File: config.mk
export PLATFORM = sky130hd
export DESIGN_NAME = rle_palette_pixel_expander
export DESIGN_NICKNAME = d
export VERILOG_FILES = /design/src/hdl/rpe_pkg.sv /design/src/hdl/rpe_csr.sv /design/src/hdl/rpe_front.sv /design/src/hdl/rpe_fifo.sv /design/src/hdl/rpe_back.sv /design/src/hdl/rle_palette_pixel_expander.sv
export SDC_FILE = /design/constraint.sdc
export NUM_CORES = 1
export LEC_CHECK = 0
export BUFFER_PORTS_ARGS = -buffer_cell sky130_fd_sc_hd__buf_2
export CAP_MARGIN = 20
export CORE_ASPECT_RATIO = 0.5
export CORE_MARGIN = 4
export CORE_UTILIZATION = 55
export CTS_CLUSTER_SIZE = 12
export DETAILED_ROUTE_END_ITERATION = 8
export GPL_TIMING_DRIVEN = 0
export PLACE_DENSITY = 0.76
export SLEW_MARGIN = 20
export SYNTH_ARGS = -nofsm -noshare
export SYNTH_HDL_FRONTEND = slang
export SYNTH_SLANG_ARGS = --single-unit
File: constraint.sdc
create_clock -name clock -period 5.8 [get_ports clock]
set_clock_uncertainty 0.15 [all_clocks]
set_input_delay 1.16 -clock clock [delete_from_list [all_inputs] [get_ports clock]]
set_output_delay 1.16 -clock clock [all_outputs]
set_load 0.05 [all_outputs]
File: src/hdl/rpe_pkg.sv
// ----------------------------------------------------------------------------
// rpe_pkg
// Shared types and constants for the run-length palette pixel expander.
// ----------------------------------------------------------------------------
`default_nettype none

package rpe_pkg;

   localparam int NIBBLE_W    = 4;
   localparam int CODE_W      = 8;
   localparam int COLOR_W     = 16;
   localparam int DIM_W       = 8;
   localparam int SIZE_W      = 2 * DIM_W;
   localparam int CSR_DATA_W  = 64;
   localparam int CSR_INDEX_W = 3;
   localparam int QUEUE_DEPTH = 2;

   // register indexes
   localparam logic [CSR_INDEX_W-1:0] CSR_PALETTE_LOW    = 3'd0;
   localparam logic [CSR_INDEX_W-1:0] CSR_PALETTE_SECOND = 3'd1;
   localparam logic [CSR_INDEX_W-1:0] CSR_PALETTE_THIRD  = 3'd2;
   localparam logic [CSR_INDEX_W-1:0] CSR_PALETTE_HIGH   = 3'd3;
   localparam logic [CSR_INDEX_W-1:0] CSR_IMAGE_WIDTH    = 3'd4;
   localparam logic [CSR_INDEX_W-1:0] CSR_IMAGE_HEIGHT   = 3'd5;

   typedef logic [COLOR_W-1:0] color_type;

   // [quad][entry in quad], matching the packing of the 64-bit palette registers
   typedef color_type [3:0][3:0] palette_type;

   // one classified run waiting for expansion
   typedef struct packed {
      color_type             color;
      logic [NIBBLE_W-1:0]   run_m1;
      logic                  done;
   } job_type;

endpackage

`default_nettype wire

File: src/hdl/rpe_csr.sv
// ----------------------------------------------------------------------------
// rpe_csr
// Configuration registers: palette quads and image dimensions, plus image size.
// ----------------------------------------------------------------------------
`default_nettype none

module rpe_csr (
   input  wire logic                               clock,
   input  wire logic                               reset,
   input  wire logic                               csr_write,
   input  wire logic [rpe_pkg::CSR_INDEX_W-1:0]    csr_index,
   input  wire logic [rpe_pkg::CSR_DATA_W-1:0]     csr_wdata,
   output rpe_pkg::palette_type                    palette_o,
   output logic      [rpe_pkg::SIZE_W-1:0]         size_o
);
   import rpe_pkg::*;

   palette_type       palette_ff, palette_in;
   logic [DIM_W-1:0]  width_ff, width_in;
   logic [DIM_W-1:0]  height_ff, height_in;

   always_comb begin
      palette_in = palette_ff;
      width_in   = width_ff;
      height_in  = height_ff;
      if (csr_write) begin
         case (csr_index)
            CSR_PALETTE_LOW:    palette_in[0] = csr_wdata;
            CSR_PALETTE_SECOND: palette_in[1] = csr_wdata;
            CSR_PALETTE_THIRD:  palette_in[2] = csr_wdata;
            CSR_PALETTE_HIGH:   palette_in[3] = csr_wdata;
            CSR_IMAGE_WIDTH:    width_in      = csr_wdata[DIM_W-1:0];
            CSR_IMAGE_HEIGHT:   height_in     = csr_wdata[DIM_W-1:0];
            default: ;
         endcase
      end
   end

   always_ff @(posedge clock) begin
      if (reset) begin
         palette_ff <= '0;
         width_ff   <= DIM_W'(1);
         height_ff  <= DIM_W'(1);
      end else begin
         palette_ff <= palette_in;
         width_ff   <= width_in;
         height_ff  <= height_in;
      end
   end

   assign palette_o = palette_ff;
   assign size_o    = SIZE_W'(width_ff) * SIZE_W'(height_ff);

endmodule

`default_nettype wire

File: src/hdl/rpe_front.sv
// ----------------------------------------------------------------------------
// rpe_front
// Accepts coded bytes, looks up the colour and decides whether the run ends
// the image; keeps the pixel count of the current image.
// ----------------------------------------------------------------------------
`default_nettype none

module rpe_front (
   input  wire logic                          clock,
   input  wire logic                          reset,
   input  wire logic                          req_push,
   input  wire logic [rpe_pkg::CODE_W-1:0]    req_coded_byte,
   output logic                               req_full,
   input  wire rpe_pkg::palette_type          palette_i,
   input  wire logic [rpe_pkg::SIZE_W-1:0]    size_i,
   input  wire logic                          job_full_i,
   output logic                               job_push_o,
   output rpe_pkg::job_type                   job_o
);
   import rpe_pkg::*;

   logic [SIZE_W-1:0]   count_ff, count_in;
   logic [SIZE_W:0]     total;
   logic [NIBBLE_W-1:0] pal_idx;
   logic [NIBBLE_W-1:0] run_m1;
   logic                done;

   assign pal_idx = req_coded_byte[CODE_W-1:NIBBLE_W];
   assign run_m1  = req_coded_byte[NIBBLE_W-1:0];

   // run length is run_m1 + 1
   assign total = {1'b0, count_ff} + (SIZE_W+1)'(run_m1) + (SIZE_W+1)'(1);
   assign done  = total >= {1'b0, size_i};

   assign req_full   = job_full_i;
   assign job_push_o = req_push && !job_full_i;

   assign job_o.color  = palette_i[pal_idx[3:2]][pal_idx[1:0]];
   assign job_o.run_m1 = run_m1;
   assign job_o.done   = done;

   always_comb begin
      count_in = count_ff;
      if (job_push_o) begin
         count_in = done ? '0 : total[SIZE_W-1:0];
      end
   end

   always_ff @(posedge clock) begin
      if (reset) begin
         count_ff <= '0;
      end else begin
         count_ff <= count_in;
      end
   end

endmodule

`default_nettype wire

File: src/hdl/rpe_fifo.sv
// ----------------------------------------------------------------------------
// rpe_fifo
// Short queue of classified runs between the front and back parts.
// ----------------------------------------------------------------------------
`default_nettype none

module rpe_fifo #(
   parameter int Depth = rpe_pkg::QUEUE_DEPTH
) (
   input  wire logic              clock,
   input  wire logic              reset,
   input  wire logic              push_i,
   input  wire rpe_pkg::job_type  data_i,
   output logic                   full_o,
   input  wire logic              pop_i,
   output rpe_pkg::job_type       data_o,
   output logic                   empty_o
);
   import rpe_pkg::*;

   localparam int PtrW = (Depth > 1) ? $clog2(Depth) : 1;
   localparam int CntW = $clog2(Depth + 1);

   job_type         mem_ff [Depth];
   logic [PtrW-1:0] wr_ptr_ff, wr_ptr_in;
   logic [PtrW-1:0] rd_ptr_ff, rd_ptr_in;
   logic [CntW-1:0] count_ff, count_in;
   logic            do_push, do_pop;

   assign full_o  = count_ff == CntW'(Depth);
   assign empty_o = count_ff == '0;
   assign do_push = push_i && !full_o;
   assign do_pop  = pop_i && !empty_o;
   assign data_o  = mem_ff[rd_ptr_ff];

   always_comb begin
      wr_ptr_in = wr_ptr_ff;
      rd_ptr_in = rd_ptr_ff;
      count_in  = count_ff;
      if (do_push) begin
         wr_ptr_in = (wr_ptr_ff == PtrW'(Depth - 1)) ? '0 : wr_ptr_ff + 1'b1;
      end
      if (do_pop) begin
         rd_ptr_in = (rd_ptr_ff == PtrW'(Depth - 1)) ? '0 : rd_ptr_ff + 1'b1;
      end
      if (do_push && !do_pop) begin
         count_in = count_ff + 1'b1;
      end else if (do_pop && !do_push) begin
         count_in = count_ff - 1'b1;
      end
   end

   always_ff @(posedge clock) begin
      if (reset) begin
         wr_ptr_ff <= '0;
         rd_ptr_ff <= '0;
         count_ff  <= '0;
      end else begin
         wr_ptr_ff <= wr_ptr_in;
         rd_ptr_ff <= rd_ptr_in;
         count_ff  <= count_in;
      end
   end

   always_ff @(posedge clock) begin
      if (do_push) begin
         mem_ff[wr_ptr_ff] <= data_i;
      end
   end

`ifndef SYNTHESIS
   a_no_push_when_full: assert property (@(posedge clock) disable iff (reset)
      !(push_i && full_o))
      else $error("run pushed into a full queue");

   a_no_pop_when_empty: assert property (@(posedge clock) disable iff (reset)
      !(pop_i && empty_o))
      else $error("run popped from an empty queue");

   a_count_bounded: assert property (@(posedge clock) disable iff (reset)
      count_ff <= CntW'(Depth))
      else $error("queue fill count beyond depth");
`endif

endmodule

`default_nettype wire

File: src/hdl/rpe_back.sv
// ----------------------------------------------------------------------------
// rpe_back
// Expands the run at the head of the queue into one pixel per cycle through
// a registered result stage, while that stage is empty or being popped.
// ----------------------------------------------------------------------------
`default_nettype none

module rpe_back (
   input  wire logic                          clock,
   input  wire logic                          reset,
   input  wire logic                          job_empty_i,
   input  wire rpe_pkg::job_type              job_i,
   output logic                               job_pop_o,
   output logic                               rsp_empty,
   input  wire logic                          rsp_pop,
   output logic [rpe_pkg::COLOR_W-1:0]        rsp_pixel_color,
   output logic                               rsp_run_last,
   output logic                               rsp_image_done
);
   import rpe_pkg::*;

   logic [NIBBLE_W-1:0] idx_ff, idx_in;
   logic                valid_ff, valid_in;
   color_type           color_ff, color_in;
   logic                last_ff, last_in;
   logic                done_ff, done_in;
   logic                out_free;
   logic                emit;
   logic                is_last;

   assign out_free  = !valid_ff || rsp_pop;
   assign emit      = !job_empty_i && out_free;
   assign is_last   = idx_ff == job_i.run_m1;
   assign job_pop_o = emit && is_last;

   always_comb begin
      idx_in   = idx_ff;
      valid_in = valid_ff;
      color_in = color_ff;
      last_in  = last_ff;
      done_in  = done_ff;
      if (emit) begin
         valid_in = 1'b1;
         color_in = job_i.color;
         last_in  = is_last;
         done_in  = is_last && job_i.done;
         idx_in   = is_last ? '0 : idx_ff + 1'b1;
      end else if (rsp_pop) begin
         valid_in = 1'b0;
      end
   end

   always_ff @(posedge clock) begin
      if (reset) begin
         idx_ff   <= '0;
         valid_ff <= 1'b0;
      end else begin
         idx_ff   <= idx_in;
         valid_ff <= valid_in;
      end
      color_ff <= color_in;
      last_ff  <= last_in;
      done_ff  <= done_in;
   end

   assign rsp_empty       = !valid_ff;
   assign rsp_pixel_color = color_ff;
   assign rsp_run_last    = last_ff;
   assign rsp_image_done  = done_ff;

`ifndef SYNTHESIS
   // end of image only ever rides on the closing pixel of a run
   a_done_on_last: assert property (@(posedge clock) disable iff (reset)
      valid_ff && done_ff |-> last_ff)
      else $error("image done flagged on a pixel that is not the last of its run");
`endif

endmodule

`default_nettype wire

File: src/hdl/rle_palette_pixel_expander.sv
// Path: a byte goes into the run queue and its first pixel then into the result
// register; the rest follow one per cycle while each is popped. Throughput: one pixel
// per cycle from the expansion stage while the result stage is free, so a byte coding
// n pixels (1 to 16) holds it for all n; the run queue holds two bytes, the one being
// expanded included. Reset clears the pixel count, the queue and the result stage;
// palette goes to zero and image width and height to one.
// ----------------------------------------------------------------------------
// rle_palette_pixel_expander
// Run-length palette decoder: each coded byte becomes 1 to 16 pixels of one
// 16-bit palette colour, with run and end-of-image flags.
// ----------------------------------------------------------------------------
`default_nettype none

module rle_palette_pixel_expander #(
   parameter int QueueDepth = rpe_pkg::QUEUE_DEPTH
) (
   input  wire logic                              clock,
   input  wire logic                              reset,
   input  wire logic                              req_push,
   input  wire logic [rpe_pkg::CODE_W-1:0]        req_coded_byte,
   output logic                                   req_full,
   output logic                                   rsp_empty,
   input  wire logic                              rsp_pop,
   output logic [rpe_pkg::COLOR_W-1:0]            rsp_pixel_color,
   output logic                                   rsp_run_last,
   output logic                                   rsp_image_done,
   input  wire logic                              csr_write,
   input  wire logic [rpe_pkg::CSR_INDEX_W-1:0]   csr_index,
   input  wire logic [rpe_pkg::CSR_DATA_W-1:0]    csr_wdata
);
   import rpe_pkg::*;

   palette_type       palette;
   logic [SIZE_W-1:0] size;
   logic              job_push, job_full, job_pop, job_empty;
   job_type           job_wr, job_rd;

   rpe_csr u_csr (
      .clock     (clock),
      .reset     (reset),
      .csr_write (csr_write),
      .csr_index (csr_index),
      .csr_wdata (csr_wdata),
      .palette_o (palette),
      .size_o    (size)
   );

   rpe_front u_front (
      .clock          (clock),
      .reset          (reset),
      .req_push       (req_push),
      .req_coded_byte (req_coded_byte),
      .req_full       (req_full),
      .palette_i      (palette),
      .size_i         (size),
      .job_full_i     (job_full),
      .job_push_o     (job_push),
      .job_o          (job_wr)
   );

   rpe_fifo #(
      .Depth (QueueDepth)
   ) u_fifo (
      .clock   (clock),
      .reset   (reset),
      .push_i  (job_push),
      .data_i  (job_wr),
      .full_o  (job_full),
      .pop_i   (job_pop),
      .data_o  (job_rd),
      .empty_o (job_empty)
   );

   rpe_back u_back (
      .clock           (clock),
      .reset           (reset),
      .job_empty_i     (job_empty),
      .job_i           (job_rd),
      .job_pop_o       (job_pop),
      .rsp_empty       (rsp_empty),
      .rsp_pop         (rsp_pop),
      .rsp_pixel_color (rsp_pixel_color),
      .rsp_run_last    (rsp_run_last),
      .rsp_image_done  (rsp_image_done)
   );

endmodule

`default_nettype wire
# Word-level counts from Yosys, hierarchy flattened
# Memory sizes are Yosys's and may differ from the RTL's. A register that Yosys moved wholly into a read port is not among the register bits.
# Index checks and enable logic that the tools add are counted.
# word_totals
ff_bits	315
ram_bits	42
out_inout_bits	20
word_cells	86
n_memories	1
# mem_list
memory	words	word_bits	read_ports	rd_ports_with_merged_regs	wr	line_no	text
u_fifo.mem_ff	2	21	1	1	1	rpe_fifo.sv:24	job_type mem_ff [Depth];
# op_classes
n_addsub	7
multipliers	1
magnitude_cmp	3
n_eq_ne	7
muxes	16
n_reduce_logical	24
# ops
op	count
$bmux W64 S2	1
$mux W64	1
$bmux W16 S2	1
$mux W16	2
$add A16 B4 Y17	1
$add A17 B1 Y17 const B	1
$ge A17 B16 Y1	1
$mul A8 B8 Y16	1
$reduce_and A2 Y1	6
$logic_and A1 B1 Y1	8
$mux W1	8
$eq A3 B2 Y1 const B	2
$eq A3 B3 Y1 const B	2
$lt A2 B3 Y1 const B	2
$logic_not A1 Y1	5
$add A4 B1 Y4 const B	1
$eq A4 B4 Y1	1
$mux W2	2
$mux W4	1
$reduce_bool A2 Y1	2
$eq A3 B1 Y1 const B	1
$logic_not A3 Y1	1
$add A1 B1 Y1 const B	2
$add A2 B1 Y2 const B	1
4 further kinds	4

# Longest topological paths before layout
# Gate-level depths: netlist of the first run.
# logic_depth
word_depth	8
ltp_mapped	23

# Modules after synthesis
# A second synthesis of the first run with hierarchy kept.
# unflattened
hier_cells	1897
hier_area_um2	17616.9
# modules_own_cells
mod	instances	cells_per_inst	area_each_um2	seq_area_each_um2
rpe_csr	1	1447	11514.8	5445.2
rpe_front	1	305	3508.4	320.3
rpe_fifo	1	90	1725.4	1361.3
rpe_back	1	55	868.3	640.6

# Worst setup path after synthesis of the first run
# OpenSTA, ideal clock, no wires.
# synth_timing
kind	register -> register
start	register u_csr.height_ff[4]
end	register u_front.count_ff[15]
setup_ns	0.122
t_arrival_ns	5.418
setup_slack_ns	0.110
path_stages_with_launch	23
n_path_buf	1
period_less_slack_ns	5.690
cell_sequence	dfxtp_1 -> and2_1 -> fa_1 -> fa_1 -> inv_1 -> fa_1 -> fa_1 -> inv_1 -> ha_1 -> o21ai_0 -> o21ai_0 -> a21oi_1 -> o21ai_0 -> a21oi_1 -> xor2_1 -> ha_1 -> nand3_1 -> or2_2 -> a31oi_1 -> nor3_1 -> clkbuf_1 -> and4_1 -> a221o_1
# synth_via
elab_chain_cells	3
# synth_lines
item	line_no	text
start: declaration	rpe_csr.sv:20	logic [DIM_W-1:0] height_ff, height_in;
start signal: assignment	rpe_csr.sv:47	height_ff <= height_in;
$mul A8 B8 Y16	rpe_csr.sv:52	assign size_o = SIZE_W'(width_ff) * SIZE_W'(height_ff);
$ge A17 B16 Y1	rpe_front.sv:33	assign done = total >= {1'b0, size_i};
$mux W16	rpe_front.sv:45	count_in = done ? '0 : total[SIZE_W-1:0];
end signal: assignment	rpe_front.sv:53	count_ff <= count_in;
end: declaration	rpe_front.sv:22	logic [SIZE_W-1:0] count_ff, count_in;
# No other way between the ends.
# A chain may end at the register's enable or synchronous reset.

# Worst setup path after layout of the first run
# layout_timing
start	register u_csr.width_ff[2]
end	register u_front.count_ff[0]
# layout_via
elab_chain_cells	3
# layout_lines
item	line_no	text
start: declaration	rpe_csr.sv:19	logic [DIM_W-1:0] width_ff, width_in;
start signal: assignment	rpe_csr.sv:46	width_ff <= width_in;
$mul A8 B8 Y16	rpe_csr.sv:52	
$ge A17 B16 Y1	rpe_front.sv:33	
$mux W16	rpe_front.sv:45	
# No other way between the ends.

==> results of run 1 <==
worst register-to-register path, stage by stage, from the launching register on:
cell and delay (ns):
dfxtp_4 0.38, and2_1 0.16, fa_1 0.50, fa_2 0.56, fa_1 0.43, fa_1 0.51, ha_4 0.37, o21ai_4 0.09
o21ai_2 0.20, a21oi_2 0.10, o21ai_2 0.19, a21oi_2 0.09, xor2_1 0.16, ha_1 0.31, nand3_1 0.11, nor2_2 0.06
a31o_2 0.25, or3_4 0.44, or4_4 0.44, a21oi_2 0.14
kinds of logic after synthesis:
| kind of cell | synth area share (%) |
|---|---|
| and+or+nand+nor | 18.3 |
| muxes | 11.9 |
| buffers and inverters | 3.91 |
| AOI/OAI and AO/OA | 10.6 |
| xor gates and xnor gates | 1.68 |
| DFF | 45.1 |
| adders and majority gates | 8.51 |
metrics by stage:
step | std cells | setup TNS [ns] | hold slack, ns
floorplan | 1856 | 0 | 0.282
global placement | 2372 | -5.36 | 0.288
detailed placement | 2374 | -6.77 | 0.293
CTS | 2430 | 0 | 0.301
global route | 2444 | -0.257 | 0.317
finish | 2444 | 0 | 0.303
worst max path at each step:
stage                            start              endpoint  slack, ns  depth (start not counted)
floorplan           u_csr.height_ff[4]  u_front.count_ff[15]       0.11                         22
global placement    u_csr.height_ff[4]  u_front.count_ff[15]      -0.46                         21
detailed placement  u_csr.height_ff[4]  u_front.count_ff[15]      -0.54                         21
global route        u_csr.height_ff[4]   u_front.count_ff[0]      -0.08                         23
CTS                 u_csr.height_ff[2]   u_front.count_ff[4]      0.002                         21
finish               u_csr.width_ff[2]   u_front.count_ff[0]       0.11                         19
Yosys cell counts, drive strengths merged (2+ instances only):
library cell,n,area [sq um]
nor3,5,25.0
nand2b,7,43.8
ha,58,726
nor2b,11,68.8
a21boi,3,22.5
o311a,3,30.0
buf,14,61.3
and4,4,35.0
inv,61,229
or4,4,30.0
a211oi,4,40.0
or2,4,25.0
xnor2,17,149
nand3b,2,15.0
mux2,16,180
fa,37,741
nand4b,3,26.3
and2,60,375
o21ai,15,75.1
clkbuf,102,383
xor2,16,140
edfxtp,60,1800
or3,3,23.8
a32o,2,20.0
nand4,13,81.3
nand3,6,30.0
a31oi,5,31.3
mux2i,7,70.1
o2111ai,2,17.5
nor4,4,25.0
dfxtp,298,5970
a21oi,291,1460
o211ai,2,15.0
o21a,2,15.0
nor2,37,139
and3,3,18.8
nand2,580,2180
a21o,2,15.0
mux4,80,1800
sequential cells by signal, summed over array words and instances (netlist names), named ones only:
signal                  flops
u_back.valid_ff             1
u_back.rsp_run_last         1
u_csr.palette_o           256
u_csr.height_ff             8
u_fifo.rd_ptr_ff            1
u_back.rsp_pixel_color     16
u_fifo.mem_ff              42
u_back.idx_ff               4
u_fifo.count_ff             2
u_csr.width_ff              8
u_front.count_ff           16
u_fifo.wr_ptr_ff            1
u_back.rsp_image_done       1
layout make-up:
class	count	area, sq um	share of cell area [%]
multi-input cells	1321	9030	45.9
repair buffers	115	646	3.28
clock buffers	48	977	4.96
clock inverters	1	11.3	0.0572
diodes	1	2.50	0.0127
plain buffers	116	449	2.28
inverters	61	229	1.16
well taps	423	529	2.69
flip-flops and latches	358	7810	39.7
timing repair:
| action | CTS | global route |
|---|---|---|
| buffers inserted | 7 | 13 |
| setup endpoints to repair | 18 | 18 |
| resized for setup | 44 | 43 |
| pin swaps | 12 | 39 |
| endpoints found under the hold margin | 0 | 0 |
layer usage:
metal,routed length [microns],up-vias
li1,-,6619
met1,19100,6952
met5,0,-
met4,1610,0
met2,22800,674
met3,4530,115
power by group through the flow:
| stage | Sequential (mW) | Clock, mW | Combinational (mW) |
|---|---|---|---|
| after global placement | 2.82 | 0 | 0.932 |
| after CTS | 2.77 | 2.11 | 0.972 |
| after detailed placement | 2.83 | 0 | 0.957 |
| after floorplan | 2.95 | 0 | 0.523 |
| final | 2.77 | 2.10 | 1.02 |
| after global routing | 2.78 | 2.21 | 1.10 |
==> out/metrics.cfg, run 1 <==
[final_layout]
fillers = 2476
nets = 2184
layout_commonest_cell = nand2_1
finish.instance_area_sq_um = 19700
post-route-util_pct = 64.4
final_cell_mix = nand2_1 (579), a21oi_1 (286), dfxtp_1 (284)
drive_above_1_share_pct = 15.9
area_growth_syn_to_layout_pct = 14.2

[timing]
hold_violations = 0
setup-violations-final = 0
period_minus_slack_ns = 5.69
timing.fmax_mhz = 176
final.period_utilization_pct = 98.2
slew_headroom_pct = 26.2
fin_ws_ns = 0.105
slew_viol_final = 0
rsz0062_at_grt = true
worstMarginPinSlew_ns = 1.10

[clock_tree]
clock_path_buffers = 3
cts-root-buf = clkbuf_16
cts_tree = yes
clk_latency_ns = 0.53
cts_hold_buffers = 0
clock_sinks = 358
clk_pin_slew_ns = 0.06
cts_buffers = 36
cts_max_level = 2

[setup_path]
cp.required_ns = 6.10
critPathSlowestCell = fa_2
timing.critical_path.buf_inv = 0
end_kind = register
startpoint_type = register
reg2reg_to = u_front.count_ff[0]
crit_path_max_incr_delay_ns = 0.56
timing_worst_setup_path_type = reg -> reg
reg2regPathDepth = 19
rrSetupSlack_ns = 0.11
critPathArrivalTime_ns = 5.99
r2r_start = u_csr.width_ff[2]
cp_top_family = adder cells
crit_fanout = 9
crit_chain = and2_1 -> fa_1 -> fa_2 -> fa_1 -> fa_1 -> ha_4 -> o21ai_4 -> o21ai_2 -> a21oi_2 -> o21ai_2 -> a21oi_2 -> xor2_1 -> ha_1 -> nand3_1 -> nor2_2 -> a31o_2 -> or3_4 -> or4_4 -> a21oi_2

[global_route]
grt_start_max_net_pins = 24
grt_usage_pct = 27.3
busiest_layer = met2
antenna_found_initial = 2
overflow = 0
grtUsageMet1_pct = 36.1
met2_usage_pct = 45.2
grt_pass1_wl_microns = 74700
met3_usage_pct = 5.15
grt_pass1_vias = 13900

[yosys]
synthCells = 1856
synth_fp_nets = 2031
yosys_most_used_dff = dfxtp_1
ys_ff_latch = 358
synth.avg_cell_area_sq_um = 9.29
syn-cell-area_sq_um = 17200
synthArstFlopShare_pct = 0
synth_enable_flop_cells = 60
synth_cell_types = 55
yosys_warnings = 0
yosysSeqAreaShare_pct = 45.1

[route]
via_per_inst = 5.88
drt_iter0_markers = 1661
wl_microns = 48100
postRouteAntennaNets = 0
wl_per_cell_microns = 19.7
dr.pass1.iters = 6
drcViolationCount = 0
num_vias = 14400

[power]
swShare_pct = 28.8
cellInternalPower_mw = 4.20
power_frac_seq_pct = 47.0
p_comb_share_pct = 17.4
peakVddDrop_v = 0.000195
clockPowerShare_pct = 35.6
p_per_area_nw_per_um2 = 299
fin_total_pwr_mw = 5.89
p_leak_nw = 7.26
p_switching_mw = 1.70

[placement]
gp_congestion = 0.894
post-dp-hpwl_microns = 33400
io_buffer_count = 93
place_area_sq_um = 18300
post-place-ws_ns = -0.540

[floorplan]
io_pins = 100
die_area_sq_um = 34400
core_area_sq_um = 30600
num_rows = 45
die_w_microns = 258
initial_core_util_pct = 56.4
fp.dieH_microns = 133

[job]
max-cap-violations = 0

[min_path]
min_from = u_csr.palette_o[130]
hold_end = u_csr.palette_o[130]
hold_path.class = reg -> reg
hold_path_depth = 2

[run_status]
status = finished clean

Power figures use the tool's default switching activity.
==> inputs of run 2 (changes only) <==
--- a/config.mk
+++ b/config.mk
@@ -9,11 +9,11 @@
 export CAP_MARGIN = 20
 export CORE_ASPECT_RATIO = 0.5
 export CORE_MARGIN = 4
-export CORE_UTILIZATION = 55
+export CORE_UTILIZATION = 61
 export CTS_CLUSTER_SIZE = 12
 export DETAILED_ROUTE_END_ITERATION = 8
 export GPL_TIMING_DRIVEN = 0
-export PLACE_DENSITY = 0.76
+export PLACE_DENSITY = 0.8
 export SLEW_MARGIN = 20
 export SYNTH_ARGS = -nofsm -noshare
 export SYNTH_HDL_FRONTEND = slang
==> constraint.sdc (replaced) <==
create_clock -name clock -period 6 [get_ports clock]
set_clock_uncertainty 0.15 [all_clocks]
set_input_delay 1.2 -clock clock [delete_from_list [all_inputs] [get_ports clock]]
set_output_delay 1.2 -clock clock [all_outputs]
set_load 0.05 [all_outputs]
==> out/metrics.cfg, run 2 (synthesized netlist as in run 1, its figures left out) <==
[run_status]
status = finished clean

[timing]
period_minus_slack_ns = 5.82  ; +0.123 ns
setup-violations-final = 0  ; unchanged
slew_viol_final = 0  ; unchanged
final.period_utilization_pct = 97.0  ; -1.2 points
slew_headroom_pct = 32.7  ; +6.4 points
timing.fmax_mhz = 172  ; -2.1%
rsz0062_at_grt = true
fin_ws_ns = 0.183  ; +0.0774 ns
worstMarginPinSlew_ns = 1.01  ; -0.0923 ns
hold_violations = 0  ; unchanged

[setup_path]
startpoint_type = register
rrSetupSlack_ns = 0.18  ; +0.08 ns
crit_fanout = 8  ; -1
end_kind = register
cp.required_ns = 6.30  ; +0.20 ns
timing_worst_setup_path_type = reg -> reg
critPathArrivalTime_ns = 6.11  ; +0.12 ns

[job]
max-cap-violations = 0  ; unchanged

[final_layout]
finish.instance_area_sq_um = 19400  ; -1.7%
fillers = 2161  ; -13%
largest_reg_flops = 256  ; unchanged
final_cell_mix = nand2_1 (580), a21oi_1 (289), dfxtp_1 (284)
post-route-util_pct = 69.7  ; +5.3 points
area_growth_syn_to_layout_pct = 12.3
drive_above_1_share_pct = 14.2  ; -1.7 points
layout_commonest_cell = nand2_1
nets = 2167  ; -0.78%

[clock_tree]
cts_hold_buffers = 0  ; unchanged
cts-root-buf = clkbuf_16
clk_pin_slew_ns = 0.06  ; about the same
cts_tree = yes
clock_path_buffers = 3  ; unchanged
clock_sinks = 358  ; unchanged
cts_buffers = 36  ; unchanged
clk_latency_ns = 0.54  ; about the same
cts_max_level = 2  ; unchanged

[global_route]
grt_pass1_wl_microns = 74600  ; about the same
overflow = 0  ; unchanged
grt_start_max_net_pins = 24  ; unchanged
antenna_found_initial = 1  ; -1
grt_usage_pct = 30.5  ; +3.2 points
grt_pass1_vias = 13800  ; -1.0%

[floorplan]
die_w_microns = 246  ; -4.9%
io_pins = 100  ; unchanged
num_rows = 43  ; -4.4%
fp.dieH_microns = 127  ; -4.7%
die_area_sq_um = 31200  ; -9.4%
core_area_sq_um = 27800  ; -9.2%
initial_core_util_pct = 62.1  ; +5.7 points

[min_path]
hold_path.class = reg -> reg

[route]
wl_per_cell_microns = 20.1  ; +2.1%
num_vias = 14300  ; -0.19%
dr.pass1.iters = 5  ; -1
wl_microns = 47900  ; -0.45%
postRouteAntennaNets = 0  ; unchanged
drcViolationCount = 0  ; unchanged
via_per_inst = 6.01  ; +2.3%
drt_iter0_markers = 1646  ; -0.90%

[placement]
gp_congestion = 0.920  ; +2.9%
place_area_sq_um = 18200  ; -0.28%
io_buffer_count = 93  ; unchanged
post-dp-hpwl_microns = 33400  ; about the same
post-place-ws_ns = -0.382  ; +0.157 ns

[power]
fin_total_pwr_mw = 5.65  ; -4.0%
peakVddDrop_v = 0.000178  ; -8.6%
p_per_area_nw_per_um2 = 292  ; -2.4%
p_leak_nw = 7.16  ; -1.4%

run 2: cell types whose count changed in the layout (fill, tap and decap cells not counted), sizes merged:
cell	delta
inv	+1
buf	-18
clkinv	+2
clkbuf	-4
run 2: worst paths after layout:
check | from | to | cells past startpoint
max reg2reg | u_csr.height_ff[2] | u_front.count_ff[4] | 21
min reg2reg | u_csr.palette_o[151] | u_csr.palette_o[151] | 2
max | u_csr.height_ff[2] | u_front.count_ff[4] | 21
min | u_csr.palette_o[151] | u_csr.palette_o[151] | 2
run 2: final cells by class:
| type | count | area (sq um) | area share (%) |
|---|---|---|---|
| clock buffers | 43 | 927 | 4.79 |
| multi-input cells | 1321 | 8910 | 46.1 |
| inverters | 61 | 229 | 1.18 |
| repair buffers | 98 | 510 | 2.64 |
| diodes | 1 | 2.50 | 0.0129 |
| flip-flops and latches | 358 | 7800 | 40.3 |
| well taps | 382 | 478 | 2.47 |
| plain buffers | 116 | 449 | 2.32 |
| clock inverters | 4 | 41.3 | 0.213 |
run 2: per-layer routing:
layer / GRT usage [%] / wire length (microns) / up-vias
met1: 40.9 / 18400 / 6876
met5: 0 / 0 / -
met4: 12.0 / 1990 / 0
li1: - / - / 6573
met3: 6.38 / 5230 / 122
met2: 49.2 / 22200 / 762
run 2: what timing repair did:
item	CTS	global route
pin swaps	0	18
gates resized for setup	19	30
setup endpoints to repair	17	18
setup buffers	0	3
run 2: critical path: stages (launching register included):
cell and delay (ns):
dfxtp_4 0.37, and2_4 0.17, fa_1 0.51, fa_1 0.52, fa_1 0.49, inv_1 0.06
fa_1 0.52, inv_1 0.06, ha_4 0.29, nand4_1 0.09, o21bai_1 0.24, o2111ai_2 0.18
nand2_1 0.09, nor2_1 0.05, xor2_1 0.14, ha_1 0.30, a21o_1 0.17, a21oi_1 0.26
a31oi_4 0.13, or3_4 0.39, or4_1 0.42, a21oi_1 0.14
run 2: per-stage QoR:
| stage | hold WS, ns | cells | TNS, ns |
|---|---|---|---|
| after global routing | 0.318 | 2384 | -0.0785 |
| final | 0.302 | 2384 | 0 |
| after floorplan | 0.282 | 1856 | 0 |
| after global placement | 0.289 | 2331 | -1.66 |
| after CTS | 0.302 | 2380 | 0 |
| after detailed placement | 0.294 | 2333 | -3.57 |
run 2: where the power goes:
part           total (mW)  internal, mW  switching (mW)
Clock                2.00          1.09           0.911
Combinational       0.967         0.301           0.666
Sequential           2.69          2.61          0.0760
Total                5.65          4.00            1.65
==> inputs of run 3 (changes only) <==
--- a/config.mk
+++ b/config.mk
@@ -13,6 +13,7 @@
 export CTS_CLUSTER_SIZE = 12
 export DETAILED_ROUTE_END_ITERATION = 8
 export GPL_TIMING_DRIVEN = 0
+export MAX_ROUTING_LAYER = met4
 export PLACE_DENSITY = 0.8
 export SLEW_MARGIN = 20
 export SYNTH_ARGS = -nofsm -noshare
==> out/metrics.cfg, run 3 (synthesized netlist as in run 1, its figures left out) <==
[timing]
setup-violations-final = 0  ; unchanged
timing.fmax_mhz = 172  ; +0.22%
hold-worst-slack_ns = 0.301  ; -0.00104 ns
fin_ws_ns = 0.195  ; +0.0127 ns
period_minus_slack_ns = 5.80  ; -0.0127 ns
hold_violations = 0  ; unchanged
final.period_utilization_pct = 96.7  ; -0.21 points
slew_headroom_pct = 33.6  ; +0.98 points
worstMarginPinSlew_ns = 0.995  ; -0.0148 ns
tns_ns = 0  ; unchanged
slew_viol_final = 0  ; unchanged
rsz0062_at_grt = true

[placement]
io_buffer_count = 93  ; unchanged
place_area_sq_um = 18200  ; unchanged
post-dp-hpwl_microns = 33400  ; unchanged
dpl.cell_count = 2333  ; unchanged
gp_congestion = 0.936  ; +1.8%
post-place-ws_ns = -0.382  ; unchanged

[power]
p_per_area_nw_per_um2 = 292  ; about the same
peakVddDrop_v = 0.000180  ; +0.87%
p_leak_nw = 7.16  ; about the same
fin_total_pwr_mw = 5.65  ; about the same

[clock_tree]
cts_tree = yes
clock_path_buffers = 3  ; unchanged
cts_buffers = 36  ; unchanged
clock_sinks = 358  ; unchanged
cts_max_level = 2  ; unchanged
cts-root-buf = clkbuf_16
clk_pin_slew_ns = 0.06  ; about the same
clk_latency_ns = 0.54  ; about the same

[global_route]
grt_start_max_net_pins = 24  ; unchanged
grt_usage_pct = 31.5  ; +0.97 points
grt_pass1_vias = 13800  ; -0.21%
antenna_found_initial = 2  ; +1
overflow = 0  ; unchanged
grt_pass1_wl_microns = 74800  ; +0.22%

[final_layout]
finish.instance_area_sq_um = 19400  ; about the same
final_cell_mix = nand2_1 (580), a21oi_1 (289), dfxtp_1 (284)
area_growth_syn_to_layout_pct = 12.3  ; about the same
drive_above_1_share_pct = 14.2  ; unchanged
nets = 2167  ; unchanged
largest_reg_flops = 256  ; unchanged
layout.cells.non_filler = 2385  ; +0.042%
post-route-util_pct = 69.7  ; about the same
layout_commonest_cell = nand2_1

[floorplan]
die_area_sq_um = 31200  ; unchanged
num_rows = 43  ; unchanged
initial_core_util_pct = 62.1  ; unchanged
io_pins = 100  ; unchanged
core_area_sq_um = 27800  ; unchanged
die_w_microns = 246  ; unchanged
fp.dieH_microns = 127  ; unchanged

[setup_path]
startpoint_type = register
cp.required_ns = 6.30  ; about the same
timing_worst_setup_path_type = reg -> reg
critPathArrivalTime_ns = 6.10  ; about the same
crit_fanout = 8  ; unchanged
end_kind = register

[min_path]
hold_path.class = reg -> reg

[route]
drt_iter0_markers = 1634  ; -0.73%
via_per_inst = 6.01  ; about the same
wl_per_cell_microns = 20.1  ; about the same
postRouteAntennaNets = 0  ; unchanged
drcViolationCount = 0  ; unchanged
num_vias = 14300  ; -0.028%
dr.pass1.iters = 6  ; +1
wl_microns = 47900  ; about the same

[job]
max-cap-violations = 0  ; unchanged

[run_status]
status = finished clean

run 3: worst max-delay path, stage by stage, from the launching register on:
cell and delay (ns):
dfxtp_4 0.37, and2_4 0.17, fa_1 0.51, fa_1 0.51, fa_1 0.49, inv_1 0.06
fa_1 0.52, inv_1 0.06, ha_4 0.29, nand4_1 0.09, o21bai_1 0.24, o2111ai_2 0.18
nand2_1 0.10, nor2_1 0.05, xor2_1 0.14, ha_1 0.30, a21o_1 0.17, a21oi_1 0.26
a31oi_4 0.13, or3_4 0.39, or4_1 0.42, a21oi_1 0.13
run 3: power breakdown:
part           switching (mW)  leakage, nW  internal (mW)
Sequential             0.0762         2.99           2.61
Clock                   0.911        0.473           1.09
Combinational           0.666         3.69          0.301
run 3: worst paths after layout:
check / slack, ns / endpoint / from / cells past startpoint
setup / recovery: 0.20 / u_front.count_ff[4] / u_csr.height_ff[2] / 21
hold / removal: 0.30 / u_csr.palette_o[151] / u_csr.palette_o[151] / 2
setup reg to reg: 0.20 / u_front.count_ff[4] / u_csr.height_ff[2] / 21
hold reg to reg: 0.30 / u_csr.palette_o[151] / u_csr.palette_o[151] / 2
run 3: cell type report:
class	count	area, sq um
Fill cell	2160	8410
Clock buffer	43	927
Timing Repair Buffer	98	510
Sequential cell	358	7800
Buffer	116	449
Multi-Input combinational cell	1321	8910
Clock inverter	4	41.3
Inverter	61	229
Tap cell	382	478
Antenna cell	2	5.00
run 3: what timing repair did:
item                       4_1_cts  5_1_grt
setup endpoints to repair       17       18
setup buffers                    0        3
pin swaps                        0       18
hold buffers                     0        0
gates resized for setup         19       30
run 3: routing by layer:
metal / wire [microns] / track usage (%) / vias up
met1: 18600 / 40.9 / 6842
li1: - / - / 6575
met3: 5210 / 6.51 / 114
met4: 1940 / 12.2 / 0
met2: 22200 / 49.1 / 798
met5: 0 / - / -
